--- src/rtl/biquad_df2t_filter_macros.svh ---
// Assertion macros for the biquad filter.
// No dependencies; included by the top level only.
`ifndef BIQUAD_DF2T_FILTER_MACROS_SVH
`define BIQUAD_DF2T_FILTER_MACROS_SVH

// Same-cycle implication, disabled while reset is asserted.
`define BQD_ASSERT_IMPLY(lbl, clk, rstn, ante, cons, msg) \
    lbl: assert property (@(posedge clk) disable iff (!(rstn)) (ante) |-> (cons)) \
        else $error(msg);

// Next-cycle implication, disabled while reset is asserted.
`define BQD_ASSERT_NEXT(lbl, clk, rstn, ante, cons, msg) \
    lbl: assert property (@(posedge clk) disable iff (!(rstn)) (ante) |=> (cons)) \
        else $error(msg);

`endif

--- src/rtl/bqd_pkg.sv ---
// Shared types, register indexes and the microprogram of the biquad filter.
// No dependencies.
package bqd_pkg;

    localparam int COEF_BITS    = 32;
    localparam int CFG_IDX_BITS = 3;
    localparam int STEP_BITS    = 3;

    localparam logic [CFG_IDX_BITS-1:0] REG_B0 = 3'd0;
    localparam logic [CFG_IDX_BITS-1:0] REG_B1 = 3'd1;
    localparam logic [CFG_IDX_BITS-1:0] REG_B2 = 3'd2;
    localparam logic [CFG_IDX_BITS-1:0] REG_A1 = 3'd3;
    localparam logic [CFG_IDX_BITS-1:0] REG_A2 = 3'd4;

    typedef enum logic [1:0] {
        COND_NONE     = 2'd0,
        COND_NO_INPUT = 2'd1,
        COND_OUT_FULL = 2'd2
    } cond_t;

    typedef enum logic [2:0] {
        COEF_B0 = 3'd0,
        COEF_B1 = 3'd1,
        COEF_B2 = 3'd2,
        COEF_A1 = 3'd3,
        COEF_A2 = 3'd4
    } coef_sel_t;

    typedef enum logic {
        MUL_X = 1'b0,
        MUL_Y = 1'b1
    } mul_src_t;

    typedef enum logic [1:0] {
        ADD_D1   = 2'd0,
        ADD_D2   = 2'd1,
        ADD_ACC  = 2'd2,
        ADD_ZERO = 2'd3
    } add_src_t;

    typedef struct packed {
        logic signed [COEF_BITS-1:0] b0;
        logic signed [COEF_BITS-1:0] b1;
        logic signed [COEF_BITS-1:0] b2;
        logic signed [COEF_BITS-1:0] a1;
        logic signed [COEF_BITS-1:0] a2;
    } coefs_t;

    typedef struct packed {
        cond_t                 cond;
        logic [STEP_BITS-1:0]  target;
        logic                  in_ready;
        logic                  mul_en;
        coef_sel_t             coef_sel;
        mul_src_t              mul_src;
        add_src_t              add_src;
        logic                  add_neg;
        logic                  acc_we;
        logic                  d1_we;
        logic                  d2_we;
        logic                  y_we;
        logic                  emit;
    } ctrl_t;

    // Microprogram. When a step's jump is taken, its writes are dropped by the sequencer.
    function automatic ctrl_t ucode(input logic [STEP_BITS-1:0] step);
        ctrl_t cw;
        cw = '0;
        cw.cond     = COND_NONE;
        cw.coef_sel = COEF_B0;
        cw.mul_src  = MUL_X;
        cw.add_src  = ADD_ZERO;
        unique case (step)
            3'd0: begin // wait for a sample beat
                cw.cond     = COND_NO_INPUT;
                cw.target   = 3'd0;
                cw.in_ready = 1'b1;
            end
            3'd1: begin // p = b0*x
                cw.mul_en   = 1'b1;
                cw.coef_sel = COEF_B0;
            end
            3'd2: begin // acc = sat(p + d1); p = b1*x
                cw.add_src  = ADD_D1;
                cw.acc_we   = 1'b1;
                cw.mul_en   = 1'b1;
                cw.coef_sel = COEF_B1;
            end
            3'd3: begin // y = round(acc); acc = sat(p + d2)
                cw.y_we     = 1'b1;
                cw.add_src  = ADD_D2;
                cw.acc_we   = 1'b1;
            end
            3'd4: begin // p = a1*y
                cw.mul_en   = 1'b1;
                cw.coef_sel = COEF_A1;
                cw.mul_src  = MUL_Y;
            end
            3'd5: begin // d1 = sat(acc - p); p = b2*x
                cw.add_src  = ADD_ACC;
                cw.add_neg  = 1'b1;
                cw.d1_we    = 1'b1;
                cw.mul_en   = 1'b1;
                cw.coef_sel = COEF_B2;
            end
            3'd6: begin // acc = p; p = a2*y
                cw.add_src  = ADD_ZERO;
                cw.acc_we   = 1'b1;
                cw.mul_en   = 1'b1;
                cw.coef_sel = COEF_A2;
                cw.mul_src  = MUL_Y;
            end
            3'd7: begin // d2 = sat(acc - p); emit, hold while output is full
                cw.cond     = COND_OUT_FULL;
                cw.target   = 3'd7;
                cw.add_src  = ADD_ACC;
                cw.add_neg  = 1'b1;
                cw.d2_we    = 1'b1;
                cw.emit     = 1'b1;
            end
        endcase
        return cw;
    endfunction

endpackage

--- src/rtl/bqd_sequencer.sv ---
// Step counter and microprogram fetch for the biquad filter.
// Depends on bqd_pkg (control word and program table).
module bqd_sequencer (
    input  logic           aclk,
    input  logic           aresetn,
    input  logic           in_valid,
    input  logic           out_busy,
    output bqd_pkg::ctrl_t ctrl
);
    import bqd_pkg::*;

    logic [STEP_BITS-1:0] step_reg;
    logic [STEP_BITS-1:0] step_next;
    ctrl_t                cw;
    logic                 taken;

    assign cw = ucode(step_reg);

    always_comb begin
        unique case (cw.cond)
            COND_NONE:     taken = 1'b0;
            COND_NO_INPUT: taken = !in_valid;
            COND_OUT_FULL: taken = out_busy;
            default:       taken = 1'b0;
        endcase
    end

    // last step wraps to zero through the counter overflow
    assign step_next = taken ? cw.target : step_reg + 1'b1;

    always_comb begin
        ctrl = cw;
        if (taken) begin
            ctrl.mul_en = 1'b0;
            ctrl.acc_we = 1'b0;
            ctrl.d1_we  = 1'b0;
            ctrl.d2_we  = 1'b0;
            ctrl.y_we   = 1'b0;
            ctrl.emit   = 1'b0;
        end
    end

    always_ff @(posedge aclk) begin
        if (!aresetn) begin
            step_reg <= '0;
        end else begin
            step_reg <= step_next;
        end
    end

endmodule

--- src/rtl/bqd_datapath.sv ---
// Shared multiplier, saturating adder, rounding and filter state.
// Depends on bqd_pkg (control word, coefficient bundle).
module bqd_datapath #(
    parameter int SAMPLE_BITS    = 24,
    parameter int COEF_FRAC_BITS = 28
) (
    input  logic                          aclk,
    input  logic                          aresetn,
    input  bqd_pkg::ctrl_t                ctrl,
    input  bqd_pkg::coefs_t               coefs,
    input  logic                          load_x,
    input  logic signed [SAMPLE_BITS-1:0] x_in,
    output logic signed [SAMPLE_BITS-1:0] y_out
);
    import bqd_pkg::*;

    localparam int STATE_BITS = SAMPLE_BITS + 32;
    localparam int PROD_BITS  = COEF_BITS + SAMPLE_BITS;
    localparam int SUM_BITS   = STATE_BITS + 2;
    localparam int Y_WIDE     = STATE_BITS - COEF_FRAC_BITS + 1;

    logic signed [SAMPLE_BITS-1:0] x_reg;
    logic signed [SAMPLE_BITS-1:0] y_reg;
    logic signed [SAMPLE_BITS-1:0] y_next;
    logic signed [PROD_BITS-1:0]   prod_reg;
    logic signed [PROD_BITS-1:0]   prod_next;
    logic signed [STATE_BITS-1:0]  acc_reg;
    logic signed [STATE_BITS-1:0]  d1_reg;
    logic signed [STATE_BITS-1:0]  d2_reg;
    logic signed [COEF_BITS-1:0]   mul_a;
    logic signed [SAMPLE_BITS-1:0] mul_b;
    logic signed [STATE_BITS-1:0]  addend;
    logic signed [SUM_BITS-1:0]    term;
    logic signed [SUM_BITS-1:0]    sum;
    logic [SUM_BITS-STATE_BITS:0]  sum_hi;
    logic signed [STATE_BITS-1:0]  sum_sat;
    logic [Y_WIDE-1:0]             y_wide;
    logic [Y_WIDE-SAMPLE_BITS:0]   y_hi;

    always_comb begin
        unique case (ctrl.coef_sel)
            COEF_B0: mul_a = coefs.b0;
            COEF_B1: mul_a = coefs.b1;
            COEF_B2: mul_a = coefs.b2;
            COEF_A1: mul_a = coefs.a1;
            COEF_A2: mul_a = coefs.a2;
            default: mul_a = coefs.b0;
        endcase
    end

    assign mul_b     = (ctrl.mul_src == MUL_Y) ? y_reg : x_reg;
    assign prod_next = mul_a * mul_b;

    always_comb begin
        unique case (ctrl.add_src)
            ADD_D1:   addend = d1_reg;
            ADD_D2:   addend = d2_reg;
            ADD_ACC:  addend = acc_reg;
            ADD_ZERO: addend = '0;
            default:  addend = '0;
        endcase
    end

    assign term   = ctrl.add_neg ? -SUM_BITS'(prod_reg) : SUM_BITS'(prod_reg);
    assign sum    = SUM_BITS'(addend) + term;
    assign sum_hi = sum[SUM_BITS-1:STATE_BITS-1];

    always_comb begin
        if ((&sum_hi) || !(|sum_hi)) begin
            sum_sat = sum[STATE_BITS-1:0];
        end else if (sum[SUM_BITS-1]) begin
            sum_sat = {1'b1, {(STATE_BITS-1){1'b0}}};
        end else begin
            sum_sat = {1'b0, {(STATE_BITS-1){1'b1}}};
        end
    end

    // round half up: floor(acc / 2^F) plus the first dropped bit
    assign y_wide = {acc_reg[STATE_BITS-1], acc_reg[STATE_BITS-1:COEF_FRAC_BITS]}
                  + {{(Y_WIDE-1){1'b0}}, acc_reg[COEF_FRAC_BITS-1]};
    assign y_hi   = y_wide[Y_WIDE-1:SAMPLE_BITS-1];

    always_comb begin
        if ((&y_hi) || !(|y_hi)) begin
            y_next = y_wide[SAMPLE_BITS-1:0];
        end else if (y_wide[Y_WIDE-1]) begin
            y_next = {1'b1, {(SAMPLE_BITS-1){1'b0}}};
        end else begin
            y_next = {1'b0, {(SAMPLE_BITS-1){1'b1}}};
        end
    end

    always_ff @(posedge aclk) begin
        if (load_x) begin
            x_reg <= x_in;
        end
        if (ctrl.mul_en) begin
            prod_reg <= prod_next;
        end
        if (ctrl.acc_we) begin
            acc_reg <= sum_sat;
        end
        if (ctrl.y_we) begin
            y_reg <= y_next;
        end
    end

    always_ff @(posedge aclk) begin
        if (!aresetn) begin
            d1_reg <= '0;
            d2_reg <= '0;
        end else begin
            if (ctrl.d1_we) begin
                d1_reg <= sum_sat;
            end
            if (ctrl.d2_we) begin
                d2_reg <= sum_sat;
            end
        end
    end

    assign y_out = y_reg;

endmodule

--- src/rtl/biquad_df2t_filter.sv ---
// Biquad IIR filter, direct form II transposed, one shared 32 x SAMPLE_BITS multiplier.
// A new sample is taken only once the eight-step microprogram around the multiplier has finished the last one.
// The emit in the last program step loads the output register and marks the result beat valid.
// The result sits in an output register; the program waits in its last step while it is full.
// Reset: coefficients to b0 = 1.0 and others 0, both state accumulators to 0, output empty.
// Depends on bqd_pkg, bqd_sequencer, bqd_datapath and the assertion macro header.
`include "biquad_df2t_filter_macros.svh"

module biquad_df2t_filter #(
    parameter int SAMPLE_BITS    = 24,
    parameter int COEF_FRAC_BITS = 28
) (
    input  logic                                 aclk,
    input  logic                                 aresetn,
    input  logic                                 cfg_valid,
    output logic                                 cfg_ready,
    input  logic [bqd_pkg::CFG_IDX_BITS-1:0]     cfg_index,
    input  logic [bqd_pkg::COEF_BITS-1:0]        cfg_data,
    input  logic                                 s_valid,
    output logic                                 s_ready,
    input  logic signed [SAMPLE_BITS-1:0]        s_sample_in,
    input  logic                                 s_block_end,
    output logic                                 m_valid,
    input  logic                                 m_ready,
    output logic signed [SAMPLE_BITS-1:0]        m_sample_out,
    output logic                                 m_block_end_out
);
    import bqd_pkg::*;

    coefs_t                        coefs_reg;
    ctrl_t                         ctrl;
    logic                          accept;
    logic                          out_busy;
    logic                          flag_reg;
    logic                          m_valid_reg;
    logic                          m_valid_next;
    logic signed [SAMPLE_BITS-1:0] m_sample_reg;
    logic                          m_flag_reg;
    logic signed [SAMPLE_BITS-1:0] y;

    assign cfg_ready = 1'b1;
    assign s_ready   = ctrl.in_ready;
    assign accept    = s_valid && s_ready;
    assign out_busy  = m_valid_reg && !m_ready;

    always_ff @(posedge aclk) begin
        if (!aresetn) begin
            coefs_reg.b0 <= COEF_BITS'(1) << COEF_FRAC_BITS;
            coefs_reg.b1 <= '0;
            coefs_reg.b2 <= '0;
            coefs_reg.a1 <= '0;
            coefs_reg.a2 <= '0;
        end else if (cfg_valid) begin
            unique case (cfg_index)
                REG_B0:  coefs_reg.b0 <= cfg_data;
                REG_B1:  coefs_reg.b1 <= cfg_data;
                REG_B2:  coefs_reg.b2 <= cfg_data;
                REG_A1:  coefs_reg.a1 <= cfg_data;
                REG_A2:  coefs_reg.a2 <= cfg_data;
                default: ; // unknown index: dropped
            endcase
        end
    end

    bqd_sequencer u_seq (
        .aclk     (aclk),
        .aresetn  (aresetn),
        .in_valid (s_valid),
        .out_busy (out_busy),
        .ctrl     (ctrl)
    );

    bqd_datapath #(
        .SAMPLE_BITS    (SAMPLE_BITS),
        .COEF_FRAC_BITS (COEF_FRAC_BITS)
    ) u_dp (
        .aclk    (aclk),
        .aresetn (aresetn),
        .ctrl    (ctrl),
        .coefs   (coefs_reg),
        .load_x  (accept),
        .x_in    (s_sample_in),
        .y_out   (y)
    );

    always_comb begin
        if (ctrl.emit) begin
            m_valid_next = 1'b1;
        end else if (m_ready) begin
            m_valid_next = 1'b0;
        end else begin
            m_valid_next = m_valid_reg;
        end
    end

    always_ff @(posedge aclk) begin
        if (accept) begin
            flag_reg <= s_block_end;
        end
        if (ctrl.emit) begin
            m_sample_reg <= y;
            m_flag_reg   <= flag_reg;
        end
    end

    always_ff @(posedge aclk) begin
        if (!aresetn) begin
            m_valid_reg <= 1'b0;
        end else begin
            m_valid_reg <= m_valid_next;
        end
    end

    assign m_valid         = m_valid_reg;
    assign m_sample_out    = m_sample_reg;
    assign m_block_end_out = m_flag_reg;

    `BQD_ASSERT_IMPLY(a_emit_no_overwrite, aclk, aresetn, ctrl.emit, !out_busy, "overwrite")
    `BQD_ASSERT_NEXT(a_one_item, aclk, aresetn, accept, !s_ready, "sample taken while busy")
    `BQD_ASSERT_IMPLY(a_valid_src, aclk, aresetn, $rose(m_valid), $past(ctrl.emit), "stray valid")

endmodule
--- config.mk ---
export PLATFORM = sky130hd
export DESIGN_NAME = biquad_df2t_filter
export DESIGN_NICKNAME = d
export VERILOG_FILES = /design/src/rtl/bqd_pkg.sv /design/src/rtl/bqd_sequencer.sv /design/src/rtl/bqd_datapath.sv /design/src/rtl/biquad_df2t_filter.sv
export VERILOG_INCLUDE_DIRS = /design/src /design/src/rtl
export SDC_FILE = /design/constraint.sdc
export NUM_CORES = 2
export LEC_CHECK = 0
export ABC_AREA = 0
export BUFFER_PORTS_ARGS = -buffer_cell sky130_fd_sc_hd__buf_2
export CELL_PAD_IN_SITES_DETAIL_PLACEMENT = 2
export CELL_PAD_IN_SITES_GLOBAL_PLACEMENT = 2
export CORE_ASPECT_RATIO = 1.25
export CORE_MARGIN = 2
export CORE_UTILIZATION = 45
export CTS_CLUSTER_DIAMETER = 40
export DETAILED_ROUTE_END_ITERATION = 6
export PLACE_DENSITY_LB_ADDON = 0.1
export RECOVER_POWER = 50
export SLEW_MARGIN = 0
export SYNTH_ARGS = -nofsm -noshare
export SYNTH_HDL_FRONTEND = slang
export SYNTH_HIERARCHICAL = 1
export SYNTH_SLANG_ARGS = --single-unit
--- constraint.sdc ---
create_clock -name aclk -period 22.2 [get_ports aclk]
set_input_delay 3.33 -clock aclk [delete_from_list [all_inputs] [get_ports aclk]]
set_output_delay 3.33 -clock aclk [all_outputs]
set_load 0.01 [all_outputs]
==> results.tsv <==
metric	value	unit
synthesis-to-layout area growth	9.22	%
total I/O pin count	93	
crit share post-route	58.1	%
share of cells above drive strength 1	7.12	%
H-Tree Level Count	3	
max-cap check violation count	11	
pre-CTS setup slack	11.10	ns
Worst-Margin Slew	4.44	ns
WL/cell	29.4	µm
beginning of the critical path	u_seq/step_reg[1]	
Worst IR Drop VDD	0.0701	mV
Rows	136	
Setup crit end kind	register	
WP data required	22.61	ns
Hold EP	m_block_end_out	
status	complete, but fails checks	
HP Start	flag_reg	
Die X-Extent	302	µm
Worst Reg2Reg Path Length in Cells	30	
largest net degree at the start of global routing	105	
clk sinks	462	
Crit Path Class	reg2reg	
worst hold slack	0.426	ns
YS warnings	6	
remaining global-route overflow	0	
CTS Buffer Depth	3	
postcts setup bufs	0	
port bufs	91	
Via Count	41200	
Most common cell on crit path	fa_1	
Die H	377	µm
initial antenna violation count	4	
r2r setup slk	9.29	ns
post-cts resize count	0	
slew margin rel.	-196	%
crit path time final	12.91	ns
Post-Syn Nets	6505	
achievable frequency	77.5	MHz
Min-Delay Path Class	reg2reg	
hpwl dp	149	mm
Worst Hold Depth	0	
final RePlAce weighted congestion	0.910	
All-Layer GR Usage	36.2	%
hold violation count in the final report	0	
crit path DAT	13.32	ns
root buf cell	clkbuf_16	
TritonCTS clock tree	done	
Util after Layout	49.6	%
First-pass DRT Iterations	5	
mean post-synth cell area	9.21	µm²
# hold bufs at CTS	0	
Power, Total	5920	µW
fill cell count	11700	
post-route setup TNS	0	ns
Leak	0.0249	µW
total CTS buffers	84	
post-route ant nets	0	
worst skew pair latency	0.71	ns
max FFs per register	160	
drt via density	5.95	
initial cell density of the core	45.4	%
RSZ-0062 raised after global routing	false	
synthesized cell area	50100	µm²
Reg clk slew, reported paths	0.05	ns
Final setup viols	0	
CP startpoint kind	register	
number of global-route vias before repair	48900	
Syn Inst Count	5439	
failing checks	max-capacitance violations, max-slew violations	
CP max FO	32	
Slowest-stage cell, CP	clkbuf_1	
drt total wl	203	mm
clk_skew	0.0526	ns
pins over their slew limit	359	
nets@finish	6462	
Worst Slack Setup Final	9.29	ns
Slowest Stage Delay on Critical Path	1.84	ns
global-route wire length before repair	307	mm
PD cells	108	nW/µm²
Residual DRC	0	
die area	114000	µm²
initial drt markers	2375	
RR Endpoint	u_dp/prod_reg[55]	
Placeable Area	110000	µm²
Critical R2R Launch	u_seq/step_reg[1]	
[report_power, final]
group	internal, µW	total (µW)	switching [µW]
sequential	1110	1210	101
combinational	1140	3370	2230
clock	820	1330	515
[routing by layer]
| metal | vias up | wire [µm] | global-route usage (%) |
|---|---|---|---|
| li1 | 17400 | - | - |
| met1 | 21700 | 75300 | 40.4 |
| met2 | 1428 | 103000 | 64.4 |
| met3 | 667 | 10500 | 5.50 |
| met4 | 0 | 14400 | 22.6 |
| met5 | - | 0 | 0 |
[per-stage QoR]
step / cell area, µm² / std cells
after floorplan: 50100 / 5439
after global placement: 51900 / 6759
after detailed placement: 51900 / 6759
after CTS: 54900 / 6914
after global routing: 54700 / 6914
final: 54700 / 6915
[worst max path at each step]
| stage | depth (start not counted) | end |
|---|---|---|
| 2_1_floorplan | 28 | u_dp/prod_reg[55] |
| 3_3_place_gp | 28 | u_dp/prod_reg[55] |
| 3_5_place_dp | 30 | u_dp/prod_reg[55] |
| 4_1_cts | 30 | u_dp/prod_reg[55] |
| 5_1_grt | 30 | u_dp/prod_reg[55] |
| 6_report | 30 | u_dp/prod_reg[55] |
[placed cells by master (no fill, tap or decap), types with 21 or more instances in the layout]
master and n:
nand2_1 910, fa_1 784, inv_1 778, nor2_1 462
dfxtp_1 276, o21ai_0 250, mux2i_1 229, ha_1 217
a21oi_1 197, edfxtp_1 186, xnor2_1 142, clkbuf_16 86
nand4_1 63, buf_4 58, clkbuf_1 54, buf_2 53
a21o_1 49, xor2_1 45, nand3_1 40, a21oi_2 40
and4_1 36, a22oi_1 33, nor2b_1 24, o21a_1 21
o31ai_1 21, and2_1 21
[critical path: cells and delay by family (launching register included)]
kind / cells / cell delay (ns)
flip-flops: 1 / 0.51
XOR/XNOR: 1 / 0.13
buffers and inverters: 5 / 2.92
AND/OR/NAND/NOR: 5 / 1.97
adder cells (fa/ha/maj): 9 / 4.62
AO/OA/AOI/OAI: 10 / 2.42
[cell type report]
class / count / area (µm²) / share of cell area, %
inverters: 779 / 2920 / 5.34
multi-input cells: 3910 / 35100 / 64.1
well taps: 1449 / 1810 / 3.31
diodes: 1 / 2.50 / 0.00457
repair buffers: 159 / 892 / 1.63
flip-flops and latches: 462 / 11100 / 20.3
clock inverters: 54 / 636 / 1.16
clock buffers: 101 / 2290 / 4.18
No activity file was read; power rests on OpenSTA's default activity.
